<file path="config.mk">
export PLATFORM = sky130hd
export DESIGN_NAME = cmos_rtc_time_field_codec_top
export DESIGN_NICKNAME = d
export VERILOG_FILES = /design/src/sv/rtcc_pkg.sv /design/src/sv/rtcc_prep.sv /design/src/sv/rtcc_conv.sv /design/src/sv/rtcc_fix.sv /design/src/sv/cmos_rtc_time_field_codec_top.sv
export SDC_FILE = /design/constraint.sdc
export NUM_CORES = 1
export LEC_CHECK = 0
export BUFFER_PORTS_ARGS = -buffer_cell sky130_fd_sc_hd__buf_2
export CAP_MARGIN = 20
export CORE_MARGIN = 4
export CORE_UTILIZATION = 40
export CTS_CLUSTER_DIAMETER = 60
export CTS_CLUSTER_SIZE = 40
export DETAILED_ROUTE_END_ITERATION = 8
export MAX_ROUTING_LAYER = met4
export PLACE_DENSITY = 0.59
export SYNTH_ARGS = -nofsm -noshare
export SYNTH_HDL_FRONTEND = slang
export SYNTH_SLANG_ARGS = --single-unit
</file>
<file path="constraint.sdc">
create_clock -name i_clk -period 12.3 [get_ports i_clk]
set_input_delay 0 -clock i_clk [delete_from_list [all_inputs] [get_ports i_clk]]
set_output_delay 0 -clock i_clk [all_outputs]
set_load 0.01 [all_outputs]
</file>
<file path="src/sv/rtcc_pkg.sv">
`timescale 1ns / 1ps
// ----------------------------------------------------------------------------
// rtcc_pkg - shared types and constants for the CMOS RTC time field codec
// Payload structs for each pipeline stage, range limits and BCD helpers.
// ----------------------------------------------------------------------------
package rtcc_pkg;

    // Command codes
    localparam logic Cmd_Encode = 1'b0;
    localparam logic Cmd_Decode = 1'b1;

    // Register indexes (byte address bit 2)
    localparam logic Reg_Binary_Mode  = 1'b0;
    localparam logic Reg_Hour_24_Mode = 1'b1;

    // Register reset values
    localparam logic Binary_Mode_Rst  = 1'b0;
    localparam logic Hour_24_Mode_Rst = 1'b1;

    // Range limits for encode
    localparam logic [7:0]  Sec_Max   = 8'd59;
    localparam logic [7:0]  Min_Max   = 8'd59;
    localparam logic [7:0]  Hour_Max  = 8'd23;
    localparam logic [7:0]  Day_Max   = 8'd31;
    localparam logic [7:0]  Month_Max = 8'd12;
    localparam logic [15:0] Year_Base = 16'd2000;
    localparam logic [15:0] Year_Last = 16'd2099;

    localparam logic [7:0]  Half_Day  = 8'd12;
    localparam logic [7:0]  Full_Day  = 8'd24;
    localparam int          Pm_Bit    = 7;
    localparam logic [11:0] Year_Base_Out = 12'd2000;

    // Divide by ten as multiply by reciprocal, exact for 0..1028
    localparam logic [15:0] Div10_Mul   = 16'd205;
    localparam int          Div10_Shift = 11;
    localparam logic [7:0]  Ten         = 8'd10;

    typedef struct packed {
        logic        binary_mode;
        logic        hour_24_mode;
    } t_cfg;

    typedef struct packed {
        logic        command;
        logic [7:0]  in_seconds;
        logic [7:0]  in_minutes;
        logic [7:0]  in_hours;
        logic [7:0]  in_day;
        logic [7:0]  in_month;
        logic [15:0] in_year;
    } t_in;

    typedef struct packed {
        logic [7:0]  out_seconds;
        logic [7:0]  out_minutes;
        logic [7:0]  out_hours;
        logic [7:0]  out_day;
        logic [7:0]  out_month;
        logic [11:0] out_year;
        logic        status;
    } t_out;

    // Intermediate record between stages
    typedef struct packed {
        logic        command;
        logic        bad;
        logic        pm;
        logic [7:0]  sec;
        logic [7:0]  min;
        logic [7:0]  hour;
        logic [7:0]  day;
        logic [7:0]  mon;
        logic [7:0]  year;
    } t_rec;

    // Binary to packed BCD, value below 100
    function automatic logic [7:0] to_bcd(input logic [7:0] v);
        logic [15:0] prod;
        logic [3:0]  tens;
        logic [7:0]  ones;
        prod = {8'd0, v} * Div10_Mul;
        tens = prod[Div10_Shift +: 4];
        ones = v - ({4'd0, tens} * Ten);
        return {tens, ones[3:0]};
    endfunction

    // Packed BCD to binary, bad digits weighted as they stand
    function automatic logic [7:0] bcd_to_bin(input logic [7:0] v);
        return ({4'd0, v[7:4]} * Ten) + {4'd0, v[3:0]};
    endfunction

endpackage

</file>
<file path="src/sv/rtcc_prep.sv">
`timescale 1ns / 1ps
// ----------------------------------------------------------------------------
// rtcc_prep - first pipeline stage
// Range check and 12-hour fold for encode, PM bit split for decode.
// ----------------------------------------------------------------------------
module rtcc_prep (
    input  logic              i_clk,
    input  logic              i_rst_n,
    input  rtcc_pkg::t_cfg    i_cfg,
    input  logic              i_valid,
    input  rtcc_pkg::t_in     i_data,
    input  logic              i_ready_nxt,
    output logic              o_ready,
    output logic              o_valid,
    output rtcc_pkg::t_rec    o_data
);

    logic           r_valid;
    rtcc_pkg::t_rec r_data;
    rtcc_pkg::t_rec n_data;
    logic           enc_pm;
    logic [7:0]     enc_hour;

    assign o_ready = !r_valid || i_ready_nxt;

    always_comb begin
        enc_pm   = i_data.in_hours > (rtcc_pkg::Half_Day - 8'd1);
        enc_hour = i_data.in_hours;
        if (!i_cfg.hour_24_mode) begin
            if (enc_pm) begin
                enc_hour = i_data.in_hours - rtcc_pkg::Half_Day;
            end
            if (enc_hour == 8'd0) begin
                enc_hour = rtcc_pkg::Half_Day;
            end
        end
    end

    always_comb begin
        n_data         = '0;
        n_data.command = i_data.command;
        n_data.sec     = i_data.in_seconds;
        n_data.min     = i_data.in_minutes;
        n_data.day     = i_data.in_day;
        n_data.mon     = i_data.in_month;
        if (i_data.command == rtcc_pkg::Cmd_Encode) begin
            n_data.bad  = (i_data.in_seconds > rtcc_pkg::Sec_Max)
                       || (i_data.in_minutes > rtcc_pkg::Min_Max)
                       || (i_data.in_hours   > rtcc_pkg::Hour_Max)
                       || (i_data.in_day     > rtcc_pkg::Day_Max)
                       || (i_data.in_month   > rtcc_pkg::Month_Max)
                       || (i_data.in_year    < rtcc_pkg::Year_Base)
                       || (i_data.in_year    > rtcc_pkg::Year_Last);
            n_data.pm   = enc_pm;
            n_data.hour = enc_hour;
            n_data.year = 8'(i_data.in_year - rtcc_pkg::Year_Base);
        end else begin
            n_data.bad  = 1'b0;
            n_data.pm   = i_data.in_hours[rtcc_pkg::Pm_Bit];
            n_data.hour = {1'b0, i_data.in_hours[6:0]};
            n_data.year = i_data.in_year[7:0];
        end
    end

    always_ff @(posedge i_clk) begin
        if (!i_rst_n) begin
            r_valid <= 1'b0;
        end else if (o_ready) begin
            r_valid <= i_valid;
        end
    end

    always_ff @(posedge i_clk) begin
        if (i_valid && o_ready) begin
            r_data <= n_data;
        end
    end

    assign o_valid = r_valid;
    assign o_data  = r_data;

endmodule

</file>
<file path="src/sv/rtcc_conv.sv">
`timescale 1ns / 1ps
// ----------------------------------------------------------------------------
// rtcc_conv - second pipeline stage
// Per-field BCD conversion in either direction, or pass-through in binary mode.
// ----------------------------------------------------------------------------
module rtcc_conv (
    input  logic              i_clk,
    input  logic              i_rst_n,
    input  rtcc_pkg::t_cfg    i_cfg,
    input  logic              i_valid,
    input  rtcc_pkg::t_rec    i_data,
    input  logic              i_ready_nxt,
    output logic              o_ready,
    output logic              o_valid,
    output rtcc_pkg::t_rec    o_data
);

    logic           r_valid;
    rtcc_pkg::t_rec r_data;
    rtcc_pkg::t_rec n_data;

    function automatic logic [7:0] conv(input logic [7:0] v, input logic cmd,
                                        input logic bin);
        logic [7:0] res;
        if (bin) begin
            res = v;
        end else if (cmd == rtcc_pkg::Cmd_Encode) begin
            res = rtcc_pkg::to_bcd(v);
        end else begin
            res = rtcc_pkg::bcd_to_bin(v);
        end
        return res;
    endfunction

    assign o_ready = !r_valid || i_ready_nxt;

    always_comb begin
        n_data      = i_data;
        n_data.sec  = conv(i_data.sec,  i_data.command, i_cfg.binary_mode);
        n_data.min  = conv(i_data.min,  i_data.command, i_cfg.binary_mode);
        n_data.hour = conv(i_data.hour, i_data.command, i_cfg.binary_mode);
        n_data.day  = conv(i_data.day,  i_data.command, i_cfg.binary_mode);
        n_data.mon  = conv(i_data.mon,  i_data.command, i_cfg.binary_mode);
        n_data.year = conv(i_data.year, i_data.command, i_cfg.binary_mode);
    end

    always_ff @(posedge i_clk) begin
        if (!i_rst_n) begin
            r_valid <= 1'b0;
        end else if (o_ready) begin
            r_valid <= i_valid;
        end
    end

    always_ff @(posedge i_clk) begin
        if (i_valid && o_ready) begin
            r_data <= n_data;
        end
    end

    assign o_valid = r_valid;
    assign o_data  = r_data;

endmodule

</file>
<file path="src/sv/rtcc_fix.sv">
`timescale 1ns / 1ps
// ----------------------------------------------------------------------------
// rtcc_fix - third pipeline stage and output register
// PM flag insertion or noon/midnight fix, year offset, error blanking.
// ----------------------------------------------------------------------------
module rtcc_fix (
    input  logic              i_clk,
    input  logic              i_rst_n,
    input  rtcc_pkg::t_cfg    i_cfg,
    input  logic              i_valid,
    input  rtcc_pkg::t_rec    i_data,
    input  logic              i_stall,
    output logic              o_ready,
    output logic              o_valid,
    output rtcc_pkg::t_out    o_data
);

    logic           r_valid;
    rtcc_pkg::t_out r_data;
    rtcc_pkg::t_out n_data;
    logic [7:0]     dec_hour;

    assign o_ready = !r_valid || !i_stall;

    always_comb begin
        dec_hour = i_data.hour;
        if (!i_cfg.hour_24_mode) begin
            if (i_data.pm) begin
                dec_hour = i_data.hour + rtcc_pkg::Half_Day;
            end
            if (dec_hour == rtcc_pkg::Full_Day) begin
                dec_hour = rtcc_pkg::Half_Day;
            end else if (dec_hour == rtcc_pkg::Half_Day) begin
                dec_hour = 8'd0;
            end
        end
    end

    always_comb begin
        n_data             = '0;
        n_data.out_seconds = i_data.sec;
        n_data.out_minutes = i_data.min;
        n_data.out_day     = i_data.day;
        n_data.out_month   = i_data.mon;
        if (i_data.command == rtcc_pkg::Cmd_Encode) begin
            n_data.out_hours = i_data.hour;
            if (i_data.pm && !i_cfg.hour_24_mode) begin
                n_data.out_hours[rtcc_pkg::Pm_Bit] = 1'b1;
            end
            n_data.out_year = {4'd0, i_data.year};
            if (i_data.bad) begin
                n_data        = '0;
                n_data.status = 1'b1;
            end
        end else begin
            n_data.out_hours = dec_hour;
            n_data.out_year  = {4'd0, i_data.year} + rtcc_pkg::Year_Base_Out;
        end
    end

    always_ff @(posedge i_clk) begin
        if (!i_rst_n) begin
            r_valid <= 1'b0;
        end else if (o_ready) begin
            r_valid <= i_valid;
        end
    end

    always_ff @(posedge i_clk) begin
        if (i_valid && o_ready) begin
            r_data <= n_data;
        end
    end

    assign o_valid = r_valid;
    assign o_data  = r_data;

endmodule

</file>
<file path="src/sv/cmos_rtc_time_field_codec_top.sv">
`timescale 1ns / 1ps
// ----------------------------------------------------------------------------
// cmos_rtc_time_field_codec_top - CMOS RTC time record codec
// Converts time records between canonical form and RTC register encoding.
// ----------------------------------------------------------------------------
// A three-stage pipeline (range check, BCD conversion, hour/year fix-up) that
// takes one transaction per cycle unless the output stalls; an accepted
// transaction is registered in the prep, conv and fix stages in turn, and the
// fix register drives the output. A stall on the output holds the pipeline, and
// empty stages still fill behind it. Registers: 0x0 binary_mode, 0x4
// hour_24_mode; change them only while no transaction is in flight.
module cmos_rtc_time_field_codec_top (
    input  logic              i_clk,
    input  logic              i_rst_n,
    // Input channel
    input  logic              i_valid,
    input  rtcc_pkg::t_in     i_data,
    output logic              o_stall,
    // Output channel
    output logic              o_valid,
    output rtcc_pkg::t_out    o_data,
    input  logic              i_stall,
    // Register port
    input  logic              psel,
    input  logic              penable,
    input  logic              pwrite,
    input  logic [2:0]        paddr,
    input  logic [31:0]       pwdata,
    output logic [31:0]       prdata,
    output logic              pready
);

    logic           r_binary_mode;
    logic           r_hour_24_mode;
    rtcc_pkg::t_cfg cfg;
    logic           wr_en;

    logic           prep_ready;
    logic           prep_valid;
    rtcc_pkg::t_rec prep_data;
    logic           conv_ready;
    logic           conv_valid;
    rtcc_pkg::t_rec conv_data;
    logic           fix_ready;

    assign pready = 1'b1;
    assign wr_en  = psel && penable && pwrite && pready;

    always_ff @(posedge i_clk) begin
        if (!i_rst_n) begin
            r_binary_mode  <= rtcc_pkg::Binary_Mode_Rst;
            r_hour_24_mode <= rtcc_pkg::Hour_24_Mode_Rst;
        end else if (wr_en) begin
            case (paddr[2])
                rtcc_pkg::Reg_Binary_Mode:  r_binary_mode  <= pwdata[0];
                rtcc_pkg::Reg_Hour_24_Mode: r_hour_24_mode <= pwdata[0];
                default: ;
            endcase
        end
    end

    always_comb begin
        case (paddr[2])
            rtcc_pkg::Reg_Binary_Mode:  prdata = {31'd0, r_binary_mode};
            rtcc_pkg::Reg_Hour_24_Mode: prdata = {31'd0, r_hour_24_mode};
            default:                    prdata = '0;
        endcase
    end

    assign cfg.binary_mode  = r_binary_mode;
    assign cfg.hour_24_mode = r_hour_24_mode;

    rtcc_prep u_prep (
        .i_clk       (i_clk),
        .i_rst_n     (i_rst_n),
        .i_cfg       (cfg),
        .i_valid     (i_valid),
        .i_data      (i_data),
        .i_ready_nxt (conv_ready),
        .o_ready     (prep_ready),
        .o_valid     (prep_valid),
        .o_data      (prep_data)
    );

    rtcc_conv u_conv (
        .i_clk       (i_clk),
        .i_rst_n     (i_rst_n),
        .i_cfg       (cfg),
        .i_valid     (prep_valid),
        .i_data      (prep_data),
        .i_ready_nxt (fix_ready),
        .o_ready     (conv_ready),
        .o_valid     (conv_valid),
        .o_data      (conv_data)
    );

    rtcc_fix u_fix (
        .i_clk   (i_clk),
        .i_rst_n (i_rst_n),
        .i_cfg   (cfg),
        .i_valid (conv_valid),
        .i_data  (conv_data),
        .i_stall (i_stall),
        .o_ready (fix_ready),
        .o_valid (o_valid),
        .o_data  (o_data)
    );

    assign o_stall = !prep_ready;

endmodule
</file>
# ---- Word level (Yosys, flattened, before mapping)
# Cells that the tools add are included.
dict set report totals {
  ff_bits 160
  in_bits 99
  output_inout_bits 88
}
dict set report classes {
  addsub 16
  n_eq_ne 2
  n_bitwise 1
  reduce_logical 24
  order_cmp 8
  n_mul 18
  n_mux 31
}
# op n
set op_table {}
lappend op_table {{$mux 8} 23}
lappend op_table {{$mul 8x8->15 const B} 6}
lappend op_table {{$pmux 32 s2} 1}
lappend op_table {{$mux 53} 1}
lappend op_table {{$add 8x4->8} 6}
lappend op_table {{$mul 4x3->7 const B} 6}
lappend op_table {{$mux 16} 2}
lappend op_table {{$mul 4x3->3 const B} 6}
lappend op_table {{$sub 4x4->4} 6}
lappend op_table {{$gt 16x12->1 const B} 1}
lappend op_table {{$gt 8x4->1 const B} 2}
lappend op_table {{$gt 8x5->1 const B} 2}
lappend op_table {{$gt 8x6->1 const B} 2}
lappend op_table {{$lt 16x11->1 const B} 1}
lappend op_table {{$add 8x11->12 const B} 1}
lappend op_table {{$mux 12} 1}
lappend op_table {{$logic_or 1x1->1} 9}
lappend op_table {{$add 8x4->8 const B} 1}
lappend op_table {{$eq 8x4->1 const B} 1}
lappend op_table {{$eq 8x5->1 const B} 1}
lappend op_table {{$logic_not 8->1} 1}
lappend op_table {{$sub 8x4->8 const B} 1}
lappend op_table {{$sub 8x8->8 const B} 1}
lappend op_table {{$mux 7} 1}
lappend op_table {{other kinds (5)} 17}

# ---- Longest topological paths before layout
dict set report logic_depth {
  depth_word 8
  ltp_mapped 19
  depth_no_buf 19
}

# ---- Cells and area by module
# A second synthesis with hierarchy kept.
dict set report unflattened {
  hier_cells 1364
  hier_area_um2 15038.2
}
# module cells_per_inst seq_area_each_um2 n_inst area_per_inst_um2
set by_module_without_submodules {}
lappend by_module_without_submodules {rtcc_conv 1019 1551.5 1 10233.6}
lappend by_module_without_submodules {rtcc_fix 166 1581.5 1 2327.2}
lappend by_module_without_submodules {rtcc_prep 133 1551.5 1 2119.5}
lappend by_module_without_submodules {cmos_rtc_time_field_codec_top 46 40.0 1 357.8}

# ---- Least setup slack after synthesis
# OpenSTA, ideal clock, no wires.
dict set report synth_timing {
  kind {register -> register}
  startpoint {register u_prep.r_data, in the netlist u_prep.o_data[9]}
  endpoint {register u_conv.r_data, in the netlist u_conv.o_data[11] (data pin)}
  n_path_buf 0
  period_less_slack_ns 4.868
  slack_ns 7.432
  stages_incl_launch_ff 19
  required_ns 12.025
  arrival_time_ns 4.593
  cell_sequence {edfxtp_1 -> ha_1 -> xor2_1 -> ha_1 -> fa_1 -> inv_1 -> fa_1 -> inv_1 -> ha_1 -> a21o_1 -> a211oi_2 -> nor2_1 -> or3_1 -> xor2_1 -> fa_1 -> xor2_1 -> xnor2_1 -> xnor2_1 -> o221ai_1}
}
# item line_no
set synth_rtl {}
lappend synth_rtl {{start, declared} rtcc_prep.sv:19} ;# rtcc_pkg::t_rec r_data;
lappend synth_rtl {{start signal, assigned} rtcc_prep.sv:75} ;# r_data <= n_data;
lappend synth_rtl {{end signal, assigned} rtcc_conv.sv:57} ;# r_data <= n_data;
lappend synth_rtl {{end, declared} rtcc_conv.sv:19} ;# rtcc_pkg::t_rec r_data;

==> results.sh <==
export IMPL_status="finished, final reports clean"
export IMPL_final_cell_mix="302 x ha_1, 179 x inv_1, 154 x edfxtp_1"
export IMPL_synth_compound_area_frac=0.102
export IMPL_grt_max_degree=60
export IMPL_grt_pass1_wl_um=53500
export IMPL_multiInputGateArea_um2=9390
export IMPL_internal_power_mw=1.83
export IMPL_p_leak_nw=8.01
export IMPL_antenna_found_initial=0
export IMPL_p_seq_frac=0.254
export IMPL_yosys_area_share_simple=0.0770
export IMPL_required_ns=12.48
export IMPL_synth_edf_count=154
export IMPL_n_fill_cell=3413
export IMPL_syn_cell_area_um2=15000
export IMPL_drive_gt1_frac=0.116
export IMPL_drv_slew=0
export IMPL_synth_top_family_by_area="adder cells"
export IMPL_synthMuxAreaShare=0.0174
export IMPL_placedInstanceArea_um2=16000
export IMPL_cp_end_kind="register"
export IMPL_dpl_hpwl_um=24900
export IMPL_n_antenna_cell=0
export IMPL_die_y_um=202
export IMPL_worstSkewPairLatency_ns=0.45
export IMPL_drt_wl_total_um=32300
export IMPL_final_nets=2014
export IMPL_cts_tree="yes"
export IMPL_min_period_ns=5.28
export IMPL_synth_fa_ha_area_frac=0.356
export IMPL_final_area_um2=17100
export IMPL_area_delta_synth_final_pct=14.3
export IMPL_setup_tns_ns=0
export IMPL_initial_core_util=0.408
export IMPL_fin_util=0.466
export IMPL_fp_dieArea_um2=40700
export IMPL_setup_viol=0
export IMPL_grt_usage=0.168
export IMPL_gp_congestion=0.857
export IMPL_io_buffers=121
export IMPL_cts_buffer_depth=2
export IMPL_hold_path_class="in -> reg"
export IMPL_postSynthAreaPerCell_um2=11.0
export IMPL_seq_area_frac_synth=0.315
export IMPL_cts_buffers=17
export IMPL_drt_initial_drc_count=458
export IMPL_synth_main_ff_cell="edfxtp_1"
export IMPL_final_common_cell="ha_1"
export IMPL_tightestPinTransition_ns=1.08
export IMPL_dp_cells=1930
export IMPL_num_vias=10200
export IMPL_rsz0062_at_grt="no"
export IMPL_p_sw_mw=1.20
export IMPL_synth_cell_types=72
export IMPL_yosysWarnings=0
export IMPL_worstSetupStartpointType="register"
export IMPL_yosys_register_bits=159
export IMPL_rows=70
export IMPL_io_pins=187
export IMPL_worstPathArrival_ns=5.46
export IMPL_power_frac_comb=0.567
export IMPL_htree_levels=4
export IMPL_ant_nets=0
export IMPL_fmax_mhz=189
export IMPL_drt_pass1_iter_count=4
export IMPL_die_w_um=202
export IMPL_drc=0
export IMPL_period_share=0.430
export IMPL_routedWlPerCell_um=16.0
export IMPL_relSlewSlack=0.279
export IMPL_swShare=0.395
export IMPL_path_clk_slew_ns=0.07
export IMPL_grt_pass1_vias=10600
export IMPL_maxCapViolations=0
export IMPL_cp_max_fo=5
export IMPL_clock_skew_final_ns=0.0106
export IMPL_overflow=0
export IMPL_critPathKind="reg -> reg"
export IMPL_synthXorXnorAreaFrac=0.0635
export IMPL_ir_drop_mv=0.0983
export IMPL_ff_latch_area_um2=4730
export IMPL_clockPowerShare=0.179
export IMPL_cts_root_buf="clkbuf_16"
export IMPL_hold_viol_final=0
export IMPL_power_density_nw_per_um2=177
export IMPL_synthesis_instances=1366
export IMPL_clock_sinks=159
export IMPL_viasPerCell=5.07
export IMPL_fin_cells=2016
export IMPL_ctsResizeCount=0
export IMPL_async_flop_share=0
export IMPL_core_um2=36800
cell type report:
type,count,area share
sequential,159,0.276
multi-input combinational,997,0.547
clock buffer,18,0.0250
tap,468,0.0341
timing repair buffer,181,0.0695
inverter,179,0.0392
clock inverter,14,0.00927
metal layers:
layer	vias to the layer above	part of all wire	GRT usage
met5	-	0	-
met2	195	0.50	0.293
met4	0	0.0091	0.0271
met1	4911	0.46	0.207
li1	5096	-	-
met3	22	0.036	0.0309
metrics by stage:
| step | total power [mW] | hold slack [ns] | worst slack (ns) |
|---|---|---|---|
| floorplan | 2.13 | 0.0619 | 7.43 |
| detailed placement | 2.50 | 0.178 | 7.00 |
| global placement | 2.45 | 0.178 | 7.08 |
| CTS | 3.07 | 0.00149 | 6.98 |
| finish | 3.03 | 0.00743 | 7.02 |
| global route | 3.34 | 0.0248 | 6.75 |
logic make-up (layout without fill, tap and decap cells):
| family | after synthesis | after routing |
|---|---|---|
| XOR/XNOR | 101 | 101 |
| buffers and inverters | 240 | 392 |
| AO/OA/AOI/OAI | 233 | 233 |
| flip-flops | 159 | 159 |
| adder cells (fa/ha/maj) | 380 | 380 |
| multiplexers | 26 | 26 |
| other | 2 | 32 |
| AND/OR/NAND/NOR | 225 | 225 |
cells in the mapped netlist, drive strengths merged (9+ instances only):
cell	number	area (µm²)
and2	41	257
nand4	13	81.3
nand2	57	214
mux2i	25	250
o211ai	15	118
a21o	21	159
nand3	17	85.1
nor2	42	158
nor2b	11	68.8
o21ai	71	359
xor2	29	262
ha	302	3780
buf	38	275
xnor2	69	623
clkbuf	23	86.3
edfxtp	154	4620
inv	179	672
fa	78	1560
nand2b	11	76.3
a21oi	63	323
nor3	9	50.1
flip-flops by register name (all words and copies together) (netlist names):
| register | flops |
|---|---|
| u_prep.o_valid | 1 |
| r_binary_mode | 1 |
| u_conv.o_valid | 1 |
| r_hour_24_mode | 1 |
| u_fix.o_valid | 1 |
| u_conv.o_data | 51 |
| u_prep.o_data | 51 |
| u_fix.o_data | 52 |
power by group through the flow:
stage / Combinational (mW) / Clock [mW] / Sequential, mW
6_report: 1.72 / 0.542 / 0.770
5_1_grt: 1.98 / 0.582 / 0.779
4_1_cts: 1.74 / 0.557 / 0.771
3_5_place_dp: 1.72 / 0 / 0.783
3_3_place_gp: 1.67 / 0 / 0.782
2_1_floorplan: 1.37 / 0 / 0.764
final timing paths:
check                                        from           endpoint  slack (ns)  cells after the start
worst max-delay path             u_prep.o_data[9]  u_conv.o_data[11]        7.02                     18
worst min-delay path                   i_data[11]  u_prep.o_data[49]       0.007                      3
worst max register to register   u_prep.o_data[9]  u_conv.o_data[11]        7.02                     18
worst min register to register  u_prep.o_data[49]  u_conv.o_data[49]        0.41                      0
timing repair:
| item | 4_1_cts | 5_1_grt |
|---|---|---|
| buffers inserted | 0 | 0 |
| hold endpoints to repair | 54 | 0 |
| hold buffers | 54 | 0 |
critical path, stage by stage, from the launching register on:
cell and delay, ns:
edfxtp_1 0.49, ha_1 0.39, xor2_1 0.17, ha_1 0.29, fa_1 0.55, inv_1 0.08, fa_1 0.54, inv_1 0.04
ha_1 0.31, a21o_1 0.20, a211oi_2 0.27, nor2_1 0.10, or3_1 0.36, xor2_1 0.20, fa_1 0.42, xor2_1 0.16
xnor2_1 0.17, xnor2_1 0.13, o221ai_1 0.13
Note: power is estimated with default switching activity, not from simulation.
